`src/sv/pfx_pkg.sv`:
```
// Shared types and constants of the pcapng IPv4 flow extractor.
// No dependencies.
`timescale 1ns / 1ps

package pfx_pkg;

    localparam int HDR_BYTES = 128;
    localparam int CI_W      = $clog2(HDR_BYTES);

    typedef logic [CI_W-1:0] t_ci;

    typedef enum logic [1:0] {
        KIND_PKT = 2'd0,
        KIND_EOF = 2'd1,
        KIND_BAD = 2'd2
    } t_kind;

    localparam logic        REQ_BYTE   = 1'b0;
    localparam logic        REQ_EOF    = 1'b1;
    localparam logic [31:0] BLK_IDB    = 32'h0000_0001;
    localparam logic [31:0] BLK_EPB    = 32'h0000_0006;
    localparam logic [15:0] LINK_ETH   = 16'h0001;
    localparam logic [15:0] ETYPE_IPV4 = 16'h0800;
    localparam logic [7:0]  PROTO_TCP  = 8'd6;
    localparam logic [7:0]  PROTO_UDP  = 8'd17;
    localparam int          ETH_HDR    = 14;

    // Content offsets of captured fields
    localparam int OFS_CAPLEN = 12;
    localparam int OFS_LINK   = 0;
    localparam int OFS_ETYPE  = 32;
    localparam int OFS_VIHL   = 34;
    localparam int OFS_TOTAL  = 36;
    localparam int OFS_PROTO  = 43;
    localparam int OFS_SRC    = 46;
    localparam int OFS_DST    = 50;

    // Offsets inside the transport header
    localparam int L4_SPORT = 0;
    localparam int L4_DPORT = 2;
    localparam int L4_ULEN  = 4;
    localparam int L4_DOFF  = 12;

    typedef struct packed {
        logic       req_type;
        logic [7:0] data_byte;
    } t_in;

    typedef struct packed {
        t_kind       result_kind;
        logic [31:0] src_addr;
        logic [31:0] dst_addr;
        logic [7:0]  ip_protocol;
        logic [15:0] sport;
        logic [15:0] dport;
        logic [15:0] payload_bytes;
    } t_out;

    typedef struct packed {
        logic        is_status;
        t_kind       status;
        logic [31:0] blk_len;
        logic [31:0] cap_len;
        logic        link_eth;
        logic [15:0] ether_type;
        logic [3:0]  ihl;
        logic [15:0] ip_total;
        logic [7:0]  proto;
        logic [31:0] src_addr;
        logic [31:0] dst_addr;
        logic [15:0] sport;
        logic [15:0] dport;
        logic [15:0] udp_len;
        logic [3:0]  doff;
    } t_evt;

endpackage

```
`src/sv/pfx_parser.sv`:
```
// Block walker: tracks pcapng block headers, captures frame header fields on the fly
// and registers an event per packet block, short length or end marker. Uses pfx_pkg.
`timescale 1ns / 1ps

module pfx_parser import pfx_pkg::*; (
    input  logic i_clk,
    input  logic i_rst_n,
    input  logic i_in_valid,
    output logic o_in_ready,
    input  t_in  i_in_data,
    output logic o_ev_valid,
    input  logic i_ev_ready,
    output t_evt o_ev
);

    typedef enum logic [2:0] {
        PH_HEADER = 3'b001,
        PH_BODY   = 3'b010,
        PH_ERROR  = 3'b100
    } t_phase;

    t_phase      r_phase, n_phase;
    logic [31:0] r_pos, n_pos;
    logic [31:0] r_kind, n_kind;
    logic [31:0] r_len, n_len;
    logic [15:0] r_link, n_link;
    logic [31:0] r_cap, n_cap;
    logic [7:0]  r_b0, n_b0;
    logic [7:0]  r_b1, n_b1;
    logic [15:0] r_etype, n_etype;
    logic [3:0]  r_ihl, n_ihl;
    logic [15:0] r_total, n_total;
    logic [7:0]  r_proto, n_proto;
    logic [31:0] r_src, n_src;
    logic [31:0] r_dst, n_dst;
    logic [15:0] r_sport, n_sport;
    logic [15:0] r_dport, n_dport;
    logic [15:0] r_ulen, n_ulen;
    logic [3:0]  r_doff, n_doff;
    logic        r_ev_valid, n_ev_valid;
    t_evt        r_ev, n_ev;

    logic        w_accept;
    logic [7:0]  w_b;
    logic [31:0] w_ci;
    logic        w_in_content;
    logic        w_in_store;
    t_ci         w_cin;
    logic [3:0]  w_ihl;
    t_ci         w_l4;
    logic [CI_W:0] w_rel;
    logic        w_in_l4;
    logic        w_last;
    logic        w_emit;
    t_evt        w_ev;

    assign o_in_ready = !r_ev_valid || i_ev_ready;
    assign o_ev_valid = r_ev_valid;
    assign o_ev       = r_ev;

    assign w_accept     = i_in_valid && o_in_ready;
    assign w_b          = i_in_data.data_byte;
    assign w_ci         = r_pos - 32'd8;
    assign w_in_content = r_pos < (r_len - 32'd4);
    assign w_in_store   = w_in_content && (w_ci < 32'(HDR_BYTES));
    assign w_cin        = w_ci[CI_W-1:0];
    assign w_ihl        = (w_cin == t_ci'(OFS_VIHL)) ? w_b[3:0] : r_ihl;
    assign w_l4         = t_ci'(OFS_VIHL) + t_ci'({w_ihl, 2'b00});
    assign w_rel        = {1'b0, w_cin} - {1'b0, w_l4};
    assign w_in_l4      = !w_rel[CI_W];
    assign w_last       = (r_pos + 32'd1) == r_len;

    always_comb begin
        n_phase    = r_phase;
        n_pos      = r_pos;
        n_kind     = r_kind;
        n_len      = r_len;
        n_link     = r_link;
        n_cap      = r_cap;
        n_b0       = r_b0;
        n_b1       = r_b1;
        n_etype    = r_etype;
        n_ihl      = r_ihl;
        n_total    = r_total;
        n_proto    = r_proto;
        n_src      = r_src;
        n_dst      = r_dst;
        n_sport    = r_sport;
        n_dport    = r_dport;
        n_ulen     = r_ulen;
        n_doff     = r_doff;
        n_ev_valid = r_ev_valid && !i_ev_ready;
        n_ev       = r_ev;
        w_emit     = 1'b0;
        w_ev       = '0;

        if (w_accept) begin
            if (i_in_data.req_type == REQ_EOF) begin
                n_phase = PH_HEADER;
                n_pos   = '0;
                n_kind  = '0;
                n_len   = '0;
                n_link  = LINK_ETH;
                n_cap   = '0;
                if (r_phase != PH_ERROR) begin
                    w_emit       = 1'b1;
                    w_ev.is_status = 1'b1;
                    w_ev.status  = (r_phase == PH_HEADER && r_pos == 32'd0) ? KIND_EOF
                                                                            : KIND_BAD;
                end
            end else begin
                case (r_phase)
                    PH_HEADER: begin
                        if (r_pos < 32'd4) begin
                            n_kind = {w_b, r_kind[31:8]};
                        end else begin
                            n_len = {w_b, r_len[31:8]};
                        end
                        n_pos = r_pos + 32'd1;
                        if (r_pos == 32'd7) begin
                            if (n_len < 32'd12) begin
                                n_phase        = PH_ERROR;
                                w_emit         = 1'b1;
                                w_ev.is_status = 1'b1;
                                w_ev.status    = KIND_BAD;
                            end else begin
                                n_phase = PH_BODY;
                                n_cap   = '0;
                                n_b0    = '0;
                                n_b1    = '0;
                                n_etype = '0;
                                n_ihl   = '0;
                                n_total = '0;
                                n_proto = '0;
                                n_src   = '0;
                                n_dst   = '0;
                                n_sport = '0;
                                n_dport = '0;
                                n_ulen  = '0;
                                n_doff  = '0;
                            end
                        end
                    end
                    PH_BODY: begin
                        if (w_in_content && w_ci >= 32'(OFS_CAPLEN)
                                && w_ci < 32'(OFS_CAPLEN + 4)) begin
                            n_cap = {w_b, r_cap[31:8]};
                        end
                        if (w_in_store) begin
                            case (w_cin)
                                t_ci'(OFS_LINK):      n_b0             = w_b;
                                t_ci'(OFS_LINK + 1):  n_b1             = w_b;
                                t_ci'(OFS_ETYPE):     n_etype[15:8]    = w_b;
                                t_ci'(OFS_ETYPE + 1): n_etype[7:0]     = w_b;
                                t_ci'(OFS_VIHL):      n_ihl            = w_b[3:0];
                                t_ci'(OFS_TOTAL):     n_total[15:8]    = w_b;
                                t_ci'(OFS_TOTAL + 1): n_total[7:0]     = w_b;
                                t_ci'(OFS_PROTO):     n_proto          = w_b;
                                t_ci'(OFS_SRC):       n_src[31:24]     = w_b;
                                t_ci'(OFS_SRC + 1):   n_src[23:16]     = w_b;
                                t_ci'(OFS_SRC + 2):   n_src[15:8]      = w_b;
                                t_ci'(OFS_SRC + 3):   n_src[7:0]       = w_b;
                                t_ci'(OFS_DST):       n_dst[31:24]     = w_b;
                                t_ci'(OFS_DST + 1):   n_dst[23:16]     = w_b;
                                t_ci'(OFS_DST + 2):   n_dst[15:8]      = w_b;
                                t_ci'(OFS_DST + 3):   n_dst[7:0]       = w_b;
                                default: ;
                            endcase
                            if (w_in_l4) begin
                                case (w_rel[CI_W-1:0])
                                    t_ci'(L4_SPORT):     n_sport[15:8] = w_b;
                                    t_ci'(L4_SPORT + 1): n_sport[7:0]  = w_b;
                                    t_ci'(L4_DPORT):     n_dport[15:8] = w_b;
                                    t_ci'(L4_DPORT + 1): n_dport[7:0]  = w_b;
                                    t_ci'(L4_ULEN):      n_ulen[15:8]  = w_b;
                                    t_ci'(L4_ULEN + 1):  n_ulen[7:0]   = w_b;
                                    t_ci'(L4_DOFF):      n_doff        = w_b[7:4];
                                    default: ;
                                endcase
                            end
                        end
                        n_pos = r_pos + 32'd1;
                        if (w_last) begin
                            if (r_kind == BLK_IDB && r_len >= 32'd20) begin
                                n_link = {r_b1, r_b0};
                            end
                            if (r_kind == BLK_EPB) begin
                                w_emit          = 1'b1;
                                w_ev.is_status  = 1'b0;
                                w_ev.status     = KIND_PKT;
                                w_ev.blk_len    = r_len;
                                w_ev.cap_len    = r_cap;
                                w_ev.link_eth   = (r_link == LINK_ETH);
                                w_ev.ether_type = r_etype;
                                w_ev.ihl        = r_ihl;
                                w_ev.ip_total   = r_total;
                                w_ev.proto      = r_proto;
                                w_ev.src_addr   = r_src;
                                w_ev.dst_addr   = r_dst;
                                w_ev.sport      = r_sport;
                                w_ev.dport      = r_dport;
                                w_ev.udp_len    = r_ulen;
                                w_ev.doff       = r_doff;
                            end
                            n_phase = PH_HEADER;
                            n_pos   = '0;
                            n_kind  = '0;
                            n_len   = '0;
                            n_cap   = '0;
                        end
                    end
                    PH_ERROR: ;
                    default: n_phase = PH_ERROR;
                endcase
            end
        end

        if (w_emit) begin
            n_ev_valid = 1'b1;
            n_ev       = w_ev;
        end
    end

    always_ff @(posedge i_clk) begin
        if (!i_rst_n) begin
            r_phase    <= PH_HEADER;
            r_pos      <= '0;
            r_kind     <= '0;
            r_len      <= '0;
            r_link     <= LINK_ETH;
            r_cap      <= '0;
            r_ev_valid <= 1'b0;
        end else begin
            r_phase    <= n_phase;
            r_pos      <= n_pos;
            r_kind     <= n_kind;
            r_len      <= n_len;
            r_link     <= n_link;
            r_cap      <= n_cap;
            r_ev_valid <= n_ev_valid;
        end
    end

    always_ff @(posedge i_clk) begin
        r_b0    <= n_b0;
        r_b1    <= n_b1;
        r_etype <= n_etype;
        r_ihl   <= n_ihl;
        r_total <= n_total;
        r_proto <= n_proto;
        r_src   <= n_src;
        r_dst   <= n_dst;
        r_sport <= n_sport;
        r_dport <= n_dport;
        r_ulen  <= n_ulen;
        r_doff  <= n_doff;
        r_ev    <= n_ev;
    end

endmodule

```
`src/sv/pfx_eval.sv`:
```
// Record stage: checks a finished packet block against its captured fields,
// derives the payload length and holds the result register. Uses pfx_pkg.
`timescale 1ns / 1ps

module pfx_eval import pfx_pkg::*; (
    input  logic i_clk,
    input  logic i_rst_n,
    input  logic i_ev_valid,
    output logic o_ev_ready,
    input  t_evt i_ev,
    output logic o_out_valid,
    input  logic i_out_ready,
    output t_out o_out_data
);

    logic        r_out_valid;
    t_out        r_out;

    logic [5:0]  w_ihl4;
    logic [5:0]  w_doff4;
    logic [31:0] w_l4;
    logic [6:0]  w_hdr_sum;
    logic        w_blk_ok;
    logic        w_cap_ok;
    logic        w_ip_ok;
    logic        w_tcp_ok;
    logic        w_udp_ok;
    logic [15:0] w_payload;
    logic        w_res_valid;
    t_out        w_res;

    assign w_ihl4    = {i_ev.ihl, 2'b00};
    assign w_doff4   = {i_ev.doff, 2'b00};
    assign w_l4      = 32'(ETH_HDR) + {26'd0, w_ihl4};
    assign w_hdr_sum = {1'b0, w_ihl4} + {1'b0, w_doff4};

    assign w_blk_ok = i_ev.blk_len >= 32'd32;
    assign w_cap_ok = (i_ev.cap_len != 32'd0) && (i_ev.cap_len <= i_ev.blk_len - 32'd32);
    assign w_ip_ok  = i_ev.link_eth && (i_ev.ether_type == ETYPE_IPV4)
                   && (i_ev.cap_len >= 32'd34) && (i_ev.cap_len >= w_l4);
    assign w_tcp_ok = (i_ev.proto == PROTO_TCP) && (i_ev.cap_len >= w_l4 + 32'd20)
                   && ({9'd0, w_hdr_sum} <= i_ev.ip_total);
    assign w_udp_ok = (i_ev.proto == PROTO_UDP) && (i_ev.cap_len >= w_l4 + 32'd8)
                   && (i_ev.udp_len >= 16'd8);

    always_comb begin
        w_payload = '0;
        if (w_tcp_ok) begin
            w_payload = i_ev.ip_total - {9'd0, w_hdr_sum};
        end else if (w_udp_ok) begin
            w_payload = i_ev.udp_len - 16'd8;
        end

        w_res = '0;
        if (i_ev.is_status) begin
            w_res.result_kind = i_ev.status;
            w_res_valid       = 1'b1;
        end else begin
            w_res.result_kind   = KIND_PKT;
            w_res.src_addr      = i_ev.src_addr;
            w_res.dst_addr      = i_ev.dst_addr;
            w_res.ip_protocol   = i_ev.proto;
            w_res.sport         = i_ev.sport;
            w_res.dport         = i_ev.dport;
            w_res.payload_bytes = w_payload;
            w_res_valid = w_blk_ok && w_cap_ok && w_ip_ok && (w_payload != 16'd0);
        end
    end

    assign o_ev_ready  = !r_out_valid || i_out_ready;
    assign o_out_valid = r_out_valid;
    assign o_out_data  = r_out;

    always_ff @(posedge i_clk) begin
        if (!i_rst_n) begin
            r_out_valid <= 1'b0;
        end else if (o_ev_ready) begin
            r_out_valid <= i_ev_valid && w_res_valid;
        end
    end

    always_ff @(posedge i_clk) begin
        if (o_ev_ready && i_ev_valid && w_res_valid) begin
            r_out <= w_res;
        end
    end

endmodule

```
`src/sv/pcapng_ipv4_flow_extractor.sv`:
```
// Top level of the pcapng IPv4 flow extractor.
// Instantiates pfx_parser and pfx_eval; uses pfx_pkg.
`timescale 1ns / 1ps

// Input channel (i_in_valid / o_in_ready / i_in_data): one capture file byte per
// transfer with req_type 0, and one transfer with req_type 1 at the end of each file.
// Output channel (o_out_valid / i_out_ready / o_out_data): a packet record after the
// last trailer byte of each qualifying enhanced packet block, a clean end-of-file
// status, or a malformed status after a short block length or a mid-block end.
// Throughput: one input transfer per cycle unless both result registers are full,
// set by the byte-wide parser. A result is held first in the parser event register
// and then in the output register.
// Reset: parser returns to the start of a file with link type Ethernet; both
// result registers empty.
// Receiver stall: the output register holds its record; the event register
// still takes one more result, and bytes that cause no result keep flowing.
// The input is held off only when both registers are full.

module pcapng_ipv4_flow_extractor import pfx_pkg::*; (
    input  logic i_clk,
    input  logic i_rst_n,
    input  logic i_in_valid,
    output logic o_in_ready,
    input  t_in  i_in_data,
    output logic o_out_valid,
    input  logic i_out_ready,
    output t_out o_out_data
);

    logic w_ev_valid;
    logic w_ev_ready;
    t_evt w_ev;

    pfx_parser u_parser (
        .i_clk      (i_clk),
        .i_rst_n    (i_rst_n),
        .i_in_valid (i_in_valid),
        .o_in_ready (o_in_ready),
        .i_in_data  (i_in_data),
        .o_ev_valid (w_ev_valid),
        .i_ev_ready (w_ev_ready),
        .o_ev       (w_ev)
    );

    pfx_eval u_eval (
        .i_clk       (i_clk),
        .i_rst_n     (i_rst_n),
        .i_ev_valid  (w_ev_valid),
        .o_ev_ready  (w_ev_ready),
        .i_ev        (w_ev),
        .o_out_valid (o_out_valid),
        .i_out_ready (i_out_ready),
        .o_out_data  (o_out_data)
    );

endmodule

```
`config.mk`:
```
export PLATFORM = sky130hd
export DESIGN_NAME = pcapng_ipv4_flow_extractor
export DESIGN_NICKNAME = d
export VERILOG_FILES = /design/src/sv/pfx_pkg.sv /design/src/sv/pfx_parser.sv /design/src/sv/pfx_eval.sv /design/src/sv/pcapng_ipv4_flow_extractor.sv
export SDC_FILE = /design/constraint.sdc
export NUM_CORES = 1
export LEC_CHECK = 0
export CAP_MARGIN = 20
export CELL_PAD_IN_SITES_DETAIL_PLACEMENT = 0
export CELL_PAD_IN_SITES_GLOBAL_PLACEMENT = 2
export CORE_ASPECT_RATIO = 1.4
export CORE_MARGIN = 4
export CORE_UTILIZATION = 48
export CTS_BUF_LIST = sky130_fd_sc_hd__clkbuf_4 sky130_fd_sc_hd__clkbuf_8 sky130_fd_sc_hd__clkbuf_16
export DETAILED_ROUTE_END_ITERATION = 10
export DONT_BUFFER_PORTS = 1
export PLACE_DENSITY_LB_ADDON = 0.1
export SLEW_MARGIN = 20
export SYNTH_ARGS = -nofsm -noshare
export SYNTH_HDL_FRONTEND = slang
export SYNTH_HIERARCHICAL = 1
export SYNTH_SLANG_ARGS = --single-unit
```
`constraint.sdc`:
```
create_clock -name i_clk -period 25.4 [get_ports i_clk]
set_clock_uncertainty 0.2 [all_clocks]
set_input_delay 0 -clock i_clk [delete_from_list [all_inputs] [get_ports i_clk]]
set_output_delay 0 -clock i_clk [all_outputs]
set_load 0.01 [all_outputs]
```
==> metrics.txt, run 1 <==
outcome=completed; switching pwr=474 µW; gpl congestion=just under 0.9; via count=between 15k and 20k; Place WS=18720 ps; Slew HR=28.4%; Mapped Area=slightly above 0.03 mm²; Synth async-reset ratio=0%; internal power=between 1.5 and 2 mW; main combinational cell family by area after synthesis=simple AND/OR/NAND/NOR gates; DPL Wire Length=55.9 mm; initial antenna violation count=5; Adder-Cell Fraction of Synth Area=approximately 4.6%; CTS tree=built; final worst-path cycle share=26.5%; xor and xnor fraction of the mapped netlist area=just under 4%; port bufs=0; CP required=around 25000 ps; via/cell ratio=5.74; Layout Utilization=between 50% and 60%; filler cell count=5405; static leakage=11.9 nW; CTS resizes=0; cts bufs inserted=between 60 and 70; Global Route Usage Sum=about 23%; Worst Slack Setup Final=18670 ps; vias in the first global route=19.0k; Crit Path Category=register to register; H-Tree Depth=3; root buffer cell=clkbuf_16; setup_tns=0 ps; Worst EP arrival=about 6800 ps; DIE AREA=0.0682 mm²; core area=about 0.063 mm²; first-pass GRT wire length=between 100 and 150 mm; MaxCap Viol Count=0; Min Clock Period, post-route=roughly 6700 ps; RSZ-0062 raised after global routing=no; Clock Latency Late Sink=620 ps; post-route antenna net violation count=0; measured slew at the worst slew-check pin=1070 ps; Post-Syn Area per Cell=~12 µm²; switch share=a little over a fifth; final net count=about 2.6k; Hold Violations, Final=0; chip width=between 200 and 250 µm; Synth Warn #=6; Peak Freq=0.149 GHz; syn_nets=approximately 2.7k; mux cell area share after synthesis=less than 1%; Final Max Tran Viols=0; post-synthesis compound-gate area fraction=under 10%; post-synthesis register bit count=between 600 and 700; classification of the worst-slack hold path=input pin to register; initial DRC count=1431; setup violators final=0; Post-synth EDFFs=~530; detailed-route DRC error count=0; CP endpoint kind=register; Placed Cells=3251; Post-Synth Simple-Gate Area=roughly 18%; Syn-to-layout area delta=10.1%; worst vdd ir=a little over 0.05 mV; first-pass detailed-route iteration total=7; die height=between 300 and 400 µm; Congestion Overflow GR=0; CTS Buffer Depth=3; Detailed Route WL=79.7 mm; clock sink count=a little under 700; Unique masters post-synth=between 90 and 100; cell count after synthesis=about 2.5k; Post-synth top flop=edfxtp_1; post-synthesis sequential area ratio=about three fifths; Reg power frac=a little over half; Pwr Total=between 2 and 2.5 mW; CP Launch Type=register; Post CTS Setup Buffer Count=0; pin count of the biggest net entering global routing=approximately 120; Finished Layout Cells=roughly 3.4k; clock share of power=~45%; layout cells sized above 1=7.87%; Row Count=roughly 110; Starting Density=about half; commonest non-fill, non-tap cells in the layout=edfxtp_1 (526), and2_1 (207), nand2_1 (161); clock slew at reported path FFs=approximately 60 ps; Ports=137; most common cell after layout, fill and taps aside=edfxtp_1; crit path max fanout=79; drt wl/cell=around 24 µm; part of the power in combinational logic=approximately 3%; cts hold-fix bufs=16; Cell Pwr Density=between 60 and 70 mW/mm²
[stage by stage]
step                hold slack, ps  instance area [µm²]
floorplan                    -83.1                30700
global placement              -112                31400
detailed placement            -107                31400
CTS                           12.1                33800
global route                  60.1                33800
finish                        68.1                33800
[synth_stat cells (all sizes together), types with 6 or more instances]
library cell  count  area (µm²)
edfxtp          526       15800
and2            208        1300
nand2           161         604
dfxtp           149        2980
nor2b           116         726
ha              111        1390
nor3            108         556
nor2            106         417
a21oi            98         494
clkbuf           95         357
xnor2            89         780
inv              81         304
o21ai            71         355
nor4             61         439
buf              58         329
nand3            58         303
xor2             46         403
and3             44         277
nand4            40         263
a22o             34         298
o2bb2ai          28         245
mux2i            25         250
a21o             18         135
a22oi            14         105
or4              14         105
or3              13        81.3
a31oi            12        75.1
and4             11        98.8
nand2b           11        68.8
a211oi           10        80.1
o31ai             9        72.6
o211ai            8        65.1
o21a              7        52.6
o311ai            7        61.3
nor4b             6        52.6
o2111ai           6        52.6
o41ai             6        60.1
[routing by layer]
metal / track usage [%] / vias up / share of wire [%]
met2: 42.7 / 476 / 54
met5: 0 / - / 0.033
met3: 2.77 / 142 / 3.5
met4: 9.68 / 4 / 4.2
li1: - / 9202 / -
met1: 26.6 / 9606 / 39
[critical path, stage by stage (launching register included)]
cell	delay [ps]
edfxtp_1	460
nor3_1	240
nor3b_1	670
nand4_1	440
nor4_1	390
xnor2_1	140
ha_1	310
nand4_1	180
nor4_1	750
a211oi_1	170
nor3_1	590
a21oi_1	160
nor3_2	200
buf_4	470
buf_4	850
[cells by family (layout without fill, tap and decap cells)]
kind of cell,count (synthesis),count (layout)
DFF,675,675
adders and majority gates,113,113
buffers and inverters,234,248
AOI/OAI and AO/OA,372,372
other,0,1
and+or+nand+nor,981,981
muxes,30,30
xor gates and xnor gates,135,135
[worst paths after layout]
path / slack [ps] / cells past startpoint / startpoint / end
setup / recovery: 18670 / 14 / u_parser/o_ev[198]$_SDFFCE_PP0P_ / u_eval/o_out_data[88]$_SDFFCE_PP0P_
hold / removal: 70 / 3 / i_in_data[7] / u_parser/r_kind[31]$_SDFFE_PN0P_
setup reg to reg: 18670 / 14 / u_parser/o_ev[198]$_SDFFCE_PP0P_ / u_eval/o_out_data[88]$_SDFFCE_PP0P_
hold reg to reg: 250 / 1 / u_parser/r_cap[24]$_SDFFE_PN0P_ / u_parser/r_cap[16]$_SDFFE_PN0P_
[final cells by class]
class | count | area (µm²) | share of cell area [%]
Sequential cell | 675 | 18800 | 55.5
Multi-Input combinational cell | 1631 | 11100 | 32.7
Clock buffer | 80 | 1800 | 5.33
Tap cell | 832 | 1040 | 3.08
Clock inverter | 39 | 450 | 1.33
Timing Repair Buffer | 48 | 402 | 1.19
Inverter | 81 | 304 | 0.898
Antenna cell | 1 | 2.50 | 0.00739
[flip-flops by register name, summed over array words and instances, names as in the netlist, 3 cells and up]
signal / cells
u_parser/o_ev: 228
u_eval/o_out_data: 122
u_parser/r_cap: 32
u_parser/r_dst: 32
u_parser/r_kind: 32
u_parser/r_len: 32
u_parser/r_pos: 32
u_parser/r_src: 32
u_parser/r_dport: 16
u_parser/r_etype: 16
u_parser/r_link: 16
u_parser/r_sport: 16
u_parser/r_total: 16
u_parser/r_ulen: 16
u_parser/r_b0: 8
u_parser/r_b1: 8
u_parser/r_proto: 8
u_parser/r_doff: 4
u_parser/r_ihl: 4
u_parser/r_phase: 3
[power by group through the flow]
stage / clock network, mW / logic (mW) / registers, mW
detailed placement: 0 / 0.0616 / 1.22
floorplan: 0 / 0.0455 / 1.23
global placement: 0 / 0.0603 / 1.22
CTS: 1.04 / 0.0675 / 1.20
global route: 1.09 / 0.0737 / 1.20
finish: 1.01 / 0.0672 / 1.20
(Power assumes the default switching activity.)
==> run 2, diff against run 1 <==
--- a/config.mk
+++ b/config.mk
@@ -10,7 +10,7 @@
 export CELL_PAD_IN_SITES_GLOBAL_PLACEMENT = 2
 export CORE_ASPECT_RATIO = 1.4
 export CORE_MARGIN = 4
-export CORE_UTILIZATION = 48
+export CORE_UTILIZATION = 40
 export CTS_BUF_LIST = sky130_fd_sc_hd__clkbuf_4 sky130_fd_sc_hd__clkbuf_8 sky130_fd_sc_hd__clkbuf_16
 export DETAILED_ROUTE_END_ITERATION = 10
 export DONT_BUFFER_PORTS = 1
==> constraint.sdc (replaced) <==
create_clock -name i_clk -period 5.9 [get_ports i_clk]
set_clock_uncertainty 0.2 [all_clocks]
set_input_delay 0 -clock i_clk [delete_from_list [all_inputs] [get_ports i_clk]]
set_output_delay 0 -clock i_clk [all_outputs]
set_load 0.01 [all_outputs]
==> metrics.txt, run 2 (synthesis gave the netlist of run 1 again) <==
outcome=completed; placed cell area=roughly 0.032 mm²; Syn-to-layout area delta=12.2%; static leakage=roughly 12 nW; CTS tree=built; final instance area=approximately 0.034 mm²; chip width=242 µm; pin count of the biggest net entering global routing=127; Slew HR=about 33%; port bufs=0; layout cells sized above 1=9.31%; Post CTS Setup Buffer Count=0; Global Route Usage Sum=19.8%; number of flip-flops in the largest register=between 200 and 250; initial DRC count=around 1.1k; Worst EP arrival=roughly 5400 ps; via/cell ratio=around 5.4; worst vdd ir=0.175 mV; detailed-route DRC error count=0; Final Max Tran Viols=0; core area=about 0.076 mm²; Row Count=120; measured slew at the worst slew-check pin=1000 ps; Clock Latency Late Sink=around 630 ps; post-route antenna net violation count=0; area of the multi-input gates=0.0111 mm²; root buffer cell=clkbuf_16; DIE AREA=just over 0.08 mm²; min-delay src=i_out_ready; initial antenna violation count=4; DPL Wire Length=between 50 and 60 mm; Detailed Route WL=~81 mm; Ports=roughly 140; filler cell count=between 6k and 7k; final net count=2671; clock sink count=675; first-pass detailed-route iteration total=5; clock slew at reported path FFs=about 60 ps; Starting Density=approximately two fifths; commonest non-fill, non-tap cells in the layout=edfxtp_1 (526), and2_1 (207), nand2_1 (161); H-Tree Depth=3; MaxCap Viol Count=0; gpl congestion=just over 0.8; CTS resizes=0; drt wl/cell=22.7 µm; Cell Pwr Density=approximately 290 mW/mm²; vias in the first global route=between 15k and 20k; CP endpoint kind=register; CP required=between 5000 and 6000 ps; crit path max fanout=12; classification of the worst-slack hold path=input pin to register; CTS Buffer Depth=3; most common cell after layout, fill and taps aside=edfxtp_1; R2R Path Start=u_parser/r_pos[4]$_SDFFE_PN0P_; Reg area=0.0188 mm²; Congestion Overflow GR=0; CP Launch Type=register; final worst-path cycle share=about 91%; Hold Violations, Final=0; Crit Path Category=register to register; first-pass GRT wire length=roughly 120 mm; cts bufs inserted=between 60 and 70; setup violators final=0; via count=19.3k; RSZ-0062 raised after global routing=no; Critical Path Start=u_parser/r_pos[4]$_SDFFE_PN0P_; Peak Freq=0.187 GHz; Pwr Total=between 9 and 10 mW; die height=around 340 µm; Min Clock Period, post-route=5360 ps
[run 2: cell types whose count changed in the layout (fill, tap and decap cells not counted), sizes merged]
cell and change:
inv -1, clkinvlp +1, clkinv -2, bufinv -3, buf +39, diode +2
clkbuf +12
[run 2: timing repair]
| action | CTS | global route |
|---|---|---|
| endpoints found under the hold margin | 459 | 0 |
| hold buffers | 16 | 0 |
| setup endpoints to repair | 0 | 0 |
[run 2: layout make-up]
type | instances | area share, %
Multi-Input combinational cell | 1631 | 32.1
Sequential cell | 675 | 54.4
Clock inverter | 34 | 1.07
Tap cell | 976 | 3.54
Inverter | 81 | 0.882
Clock buffer | 92 | 5.66
Timing Repair Buffer | 87 | 2.26
Antenna cell | 3 | 0.0218
[run 2: critical path, cell delays in order (launching register included)]
cell and delay [ps]:
dfxtp_1 560, inv_1 170, ha_1 280, xor2_1 300, and3_1 370, and3_1 310
mux2_2 370, ha_1 280, inv_1 40, ha_1 320, nor2b_1 160, o21ai_0 360
nand2b_1 130, nor2_1 90, o21ai_0 70, a31oi_1 200, nand4_1 180, o21ai_0 180
and3_1 420
[run 2: power breakdown]
part	switching [mW]	internal [mW]
combinational	0.210	0.0966
clock	1.85	2.58
sequential	0.0357	5.13
[run 2: path summary, 6_finish.rpt]
path	to	slack [ps]	cells after the start
worst max-delay path	u_parser/r_dport[5]$_DFFE_PP_	540	18
worst min-delay path	u_eval/o_out_valid$_SDFFE_PN0N_	70	3
worst max register to register	u_parser/r_dport[5]$_DFFE_PP_	540	18
worst min register to register	u_parser/r_cap[3]$_SDFFE_PN0P_	250	2
[run 2: per-stage QoR]
stage	cells	setup TNS, ps	hold WS (ps)	utilization, %	setup slack [ps]
5_1_grt	3576	0	72.5	45.2	6.19
6_report	3579	0	72.4	45.2	539
2_1_floorplan	2540	-918920	-83.1	-	-3750
3_5_place_dp	3434	0	-98.4	42.0	608
4_1_cts	3576	0	33.7	45.2	589
3_3_place_gp	3434	0	-104	42.0	700
[run 2: routing by layer]
metal / global-route usage, % / vias to the layer above / part of all wire (%)
li1: - / 9308 / -
met1: 23.0 / 9481 / 40
met2: 36.8 / 413 / 53
met3: 2.84 / 129 / 3.7
met4: 7.57 / 2 / 3.3
met5: 0 / - / 0.0098
==> run 3, diff against run 2 <==
--- a/config.mk
+++ b/config.mk
@@ -14,7 +14,7 @@
 export CTS_BUF_LIST = sky130_fd_sc_hd__clkbuf_4 sky130_fd_sc_hd__clkbuf_8 sky130_fd_sc_hd__clkbuf_16
 export DETAILED_ROUTE_END_ITERATION = 10
 export DONT_BUFFER_PORTS = 1
-export PLACE_DENSITY_LB_ADDON = 0.1
+export PLACE_DENSITY_LB_ADDON = 0.2
 export SLEW_MARGIN = 20
 export SYNTH_ARGS = -nofsm -noshare
 export SYNTH_HDL_FRONTEND = slang
==> metrics.txt, run 3 (synthesis gave the netlist of run 1 again) <==
outcome=completed; core area=0.0763 mm²; gpl congestion=0.870; reg2reg path depth=18; crit-path leading delay family=simple AND/OR/NAND/NOR gates; Worst Slack Setup Final=slightly below 600 ps; CP max stage delay=~460 ps; DPL Wire Length=about 56 mm; initial DRC count=around 1.2k; CTS tree=built; port bufs=0; Global Route Usage Sum=between 10% and 20%; buffers and inverters on the worst path=2; root buffer cell=clkbuf_16; final net count=between 2k and 3k; Syn-to-layout area delta=12.3%; min-delay src=i_out_ready; final worst-path cycle share=90.2%; crit path max fanout=12; CP cell instances=inv_1 > ha_1 > xor2_1 > and3_1 > and3_1 > mux2_2 > ha_1 > inv_1 > ha_1 > nor2b_1 > o21ai_0 > nand2b_1 > nor2_1 > o21ai_0 > a31oi_1 > nand4_1 > o21ai_0 > and3_1; CP max stage cell=dfxtp_2; Cell Pwr Density=~290 mW/mm²; DIE AREA=just over 0.08 mm²; Min Clock Period, post-route=about 5300 ps; cts bufs inserted=about 70; CP required=around 6000 ps; measured slew at the worst slew-check pin=1080 ps; Clock Latency Late Sink=around 630 ps; classification of the worst-slack hold path=input pin to register; hold-critical path depth=3; Worst EP arrival=5390 ps; R2R Path Start=u_parser/r_pos[4]$_SDFFE_PN0P_; initial antenna violation count=3; H-Tree Depth=3; CP Launch Type=register; commonest non-fill, non-tap cells in the layout=edfxtp_1 (526), and2_1 (207), nand2_1 (161); RSZ-0062 raised after global routing=no; Pwr Total=9.99 mW; worst vdd ir=around 0.18 mV; Post CTS Setup Buffer Count=0; detailed-route DRC error count=0; drt wl/cell=between 20 and 25 µm; CP endpoint kind=register; Slew HR=between 20 and 30%; post-route antenna net violation count=0; setup violators final=0; Place WS=roughly 500 ps; via/cell ratio=~5.4; Peak Freq=~0.19 GHz; via count=19.2k; clock slew at reported path FFs=60 ps; Crit Path Category=register to register; Starting Density=40.3%; chip width=roughly 240 µm; reg2reg setup slack=580 ps; Detailed Route WL=roughly 80 mm; clock sink count=between 600 and 700; static leakage=12.1 nW; CTS Buffer Depth=3; most common cell after layout, fill and taps aside=edfxtp_1; die height=roughly 340 µm; Ports=137; number of flip-flops in the largest register=between 200 and 250; pin count of the biggest net entering global routing=about 120; layout cells sized above 1=around a tenth; Congestion Overflow GR=0; MaxCap Viol Count=0; vias in the first global route=between 15k and 20k; first-pass GRT wire length=approximately 120 mm; worst hold endpoint=u_eval/o_out_valid$_SDFFE_PN0N_; Hold Violations, Final=0; Final Max Tran Viols=0; Row Count=120; first-pass detailed-route iteration total=5; FF-to-FF End=u_parser/r_dport[7]$_DFFE_PP_
-- run 3: report_power, final --
group / total [mW] / internal [mW] / switching, mW
Clock: 4.52 / 2.66 / 1.86
Sequential: 5.16 / 5.13 / 0.0367
Combinational: 0.303 / 0.0974 / 0.206
Total: 9.99 / 7.88 / 2.11
-- run 3: final cells by class --
class                           count  area, µm²
Antenna cell                        1       2.50
Clock buffer                       80       1800
Clock inverter                     42        544
Fill cell                        6958      41800
Inverter                           81        304
Multi-Input combinational cell   1631      11100
Sequential cell                   675      18800
Tap cell                          976       1220
Timing Repair Buffer               86        783
-- run 3: worst max path at each step --
| stage | start | end | slack (ps) | cells after the start |
|---|---|---|---|---|
| after floorplan | u_parser/r_pos[21]$_SDFFE_PN0P_ | u_parser/o_ev[0]$_SDFFCE_PP0P_ | -3750 | 9 |
| after global placement | u_parser/r_pos[4]$_SDFFE_PN0P_ | u_parser/r_dport[0]$_DFFE_PP_ | 700 | 18 |
| after detailed placement | u_parser/r_pos[4]$_SDFFE_PN0P_ | u_parser/r_dport[1]$_DFFE_PP_ | 500 | 18 |
| after CTS | u_parser/r_pos[4]$_SDFFE_PN0P_ | u_parser/r_dport[7]$_DFFE_PP_ | 490 | 18 |
| after global routing | u_parser/r_pos[4]$_SDFFE_PN0P_ | u_parser/r_sport[15]$_DFFE_PP_ | 180 | 18 |
| final | u_parser/r_pos[4]$_SDFFE_PN0P_ | u_parser/r_dport[7]$_DFFE_PP_ | 580 | 18 |
-- run 3: metrics by stage --
step           utilization, %  TNS (ps)  cell area, µm²  hold WS [ps]  std cells
2_1_floorplan               -   -918920           30800         -83.1       2540
4_1_cts                  45.2         0           34500          30.2       3571
5_1_grt                  45.2         0           34500          93.3       3571
3_5_place_dp             42.0         0           32000         -95.8       3433
3_3_place_gp             41.9         0           32000          -103       3433
6_report                 45.3         0           34500          72.1       3572
-- run 3: what timing repair did --
item,4_1_cts,5_1_grt
endpoints found under the hold margin,440,0
resized for setup,0,1
hold buffers,16,0
endpoints found under the setup margin,0,20
-- run 3: metal layers --
| metal | routed length (µm) | global-route usage (%) | vias to the layer above |
|---|---|---|---|
| met5 | 0 | 0 | - |
| met4 | 2650 | 6.78 | 0 |
| met3 | 3140 | 2.98 | 139 |
| met2 | 42000 | 36.2 | 443 |
| met1 | 31900 | 22.6 | 9384 |
| li1 | - | - | 9278 |
-- run 3: tightest hold or removal path, delay by kind of cell --
kind | cells | cell delay [ps]
AOI/OAI and AO/OA | 1 | 100
buffers and inverters | 1 | 550
and+or+nand+nor | 1 | 170
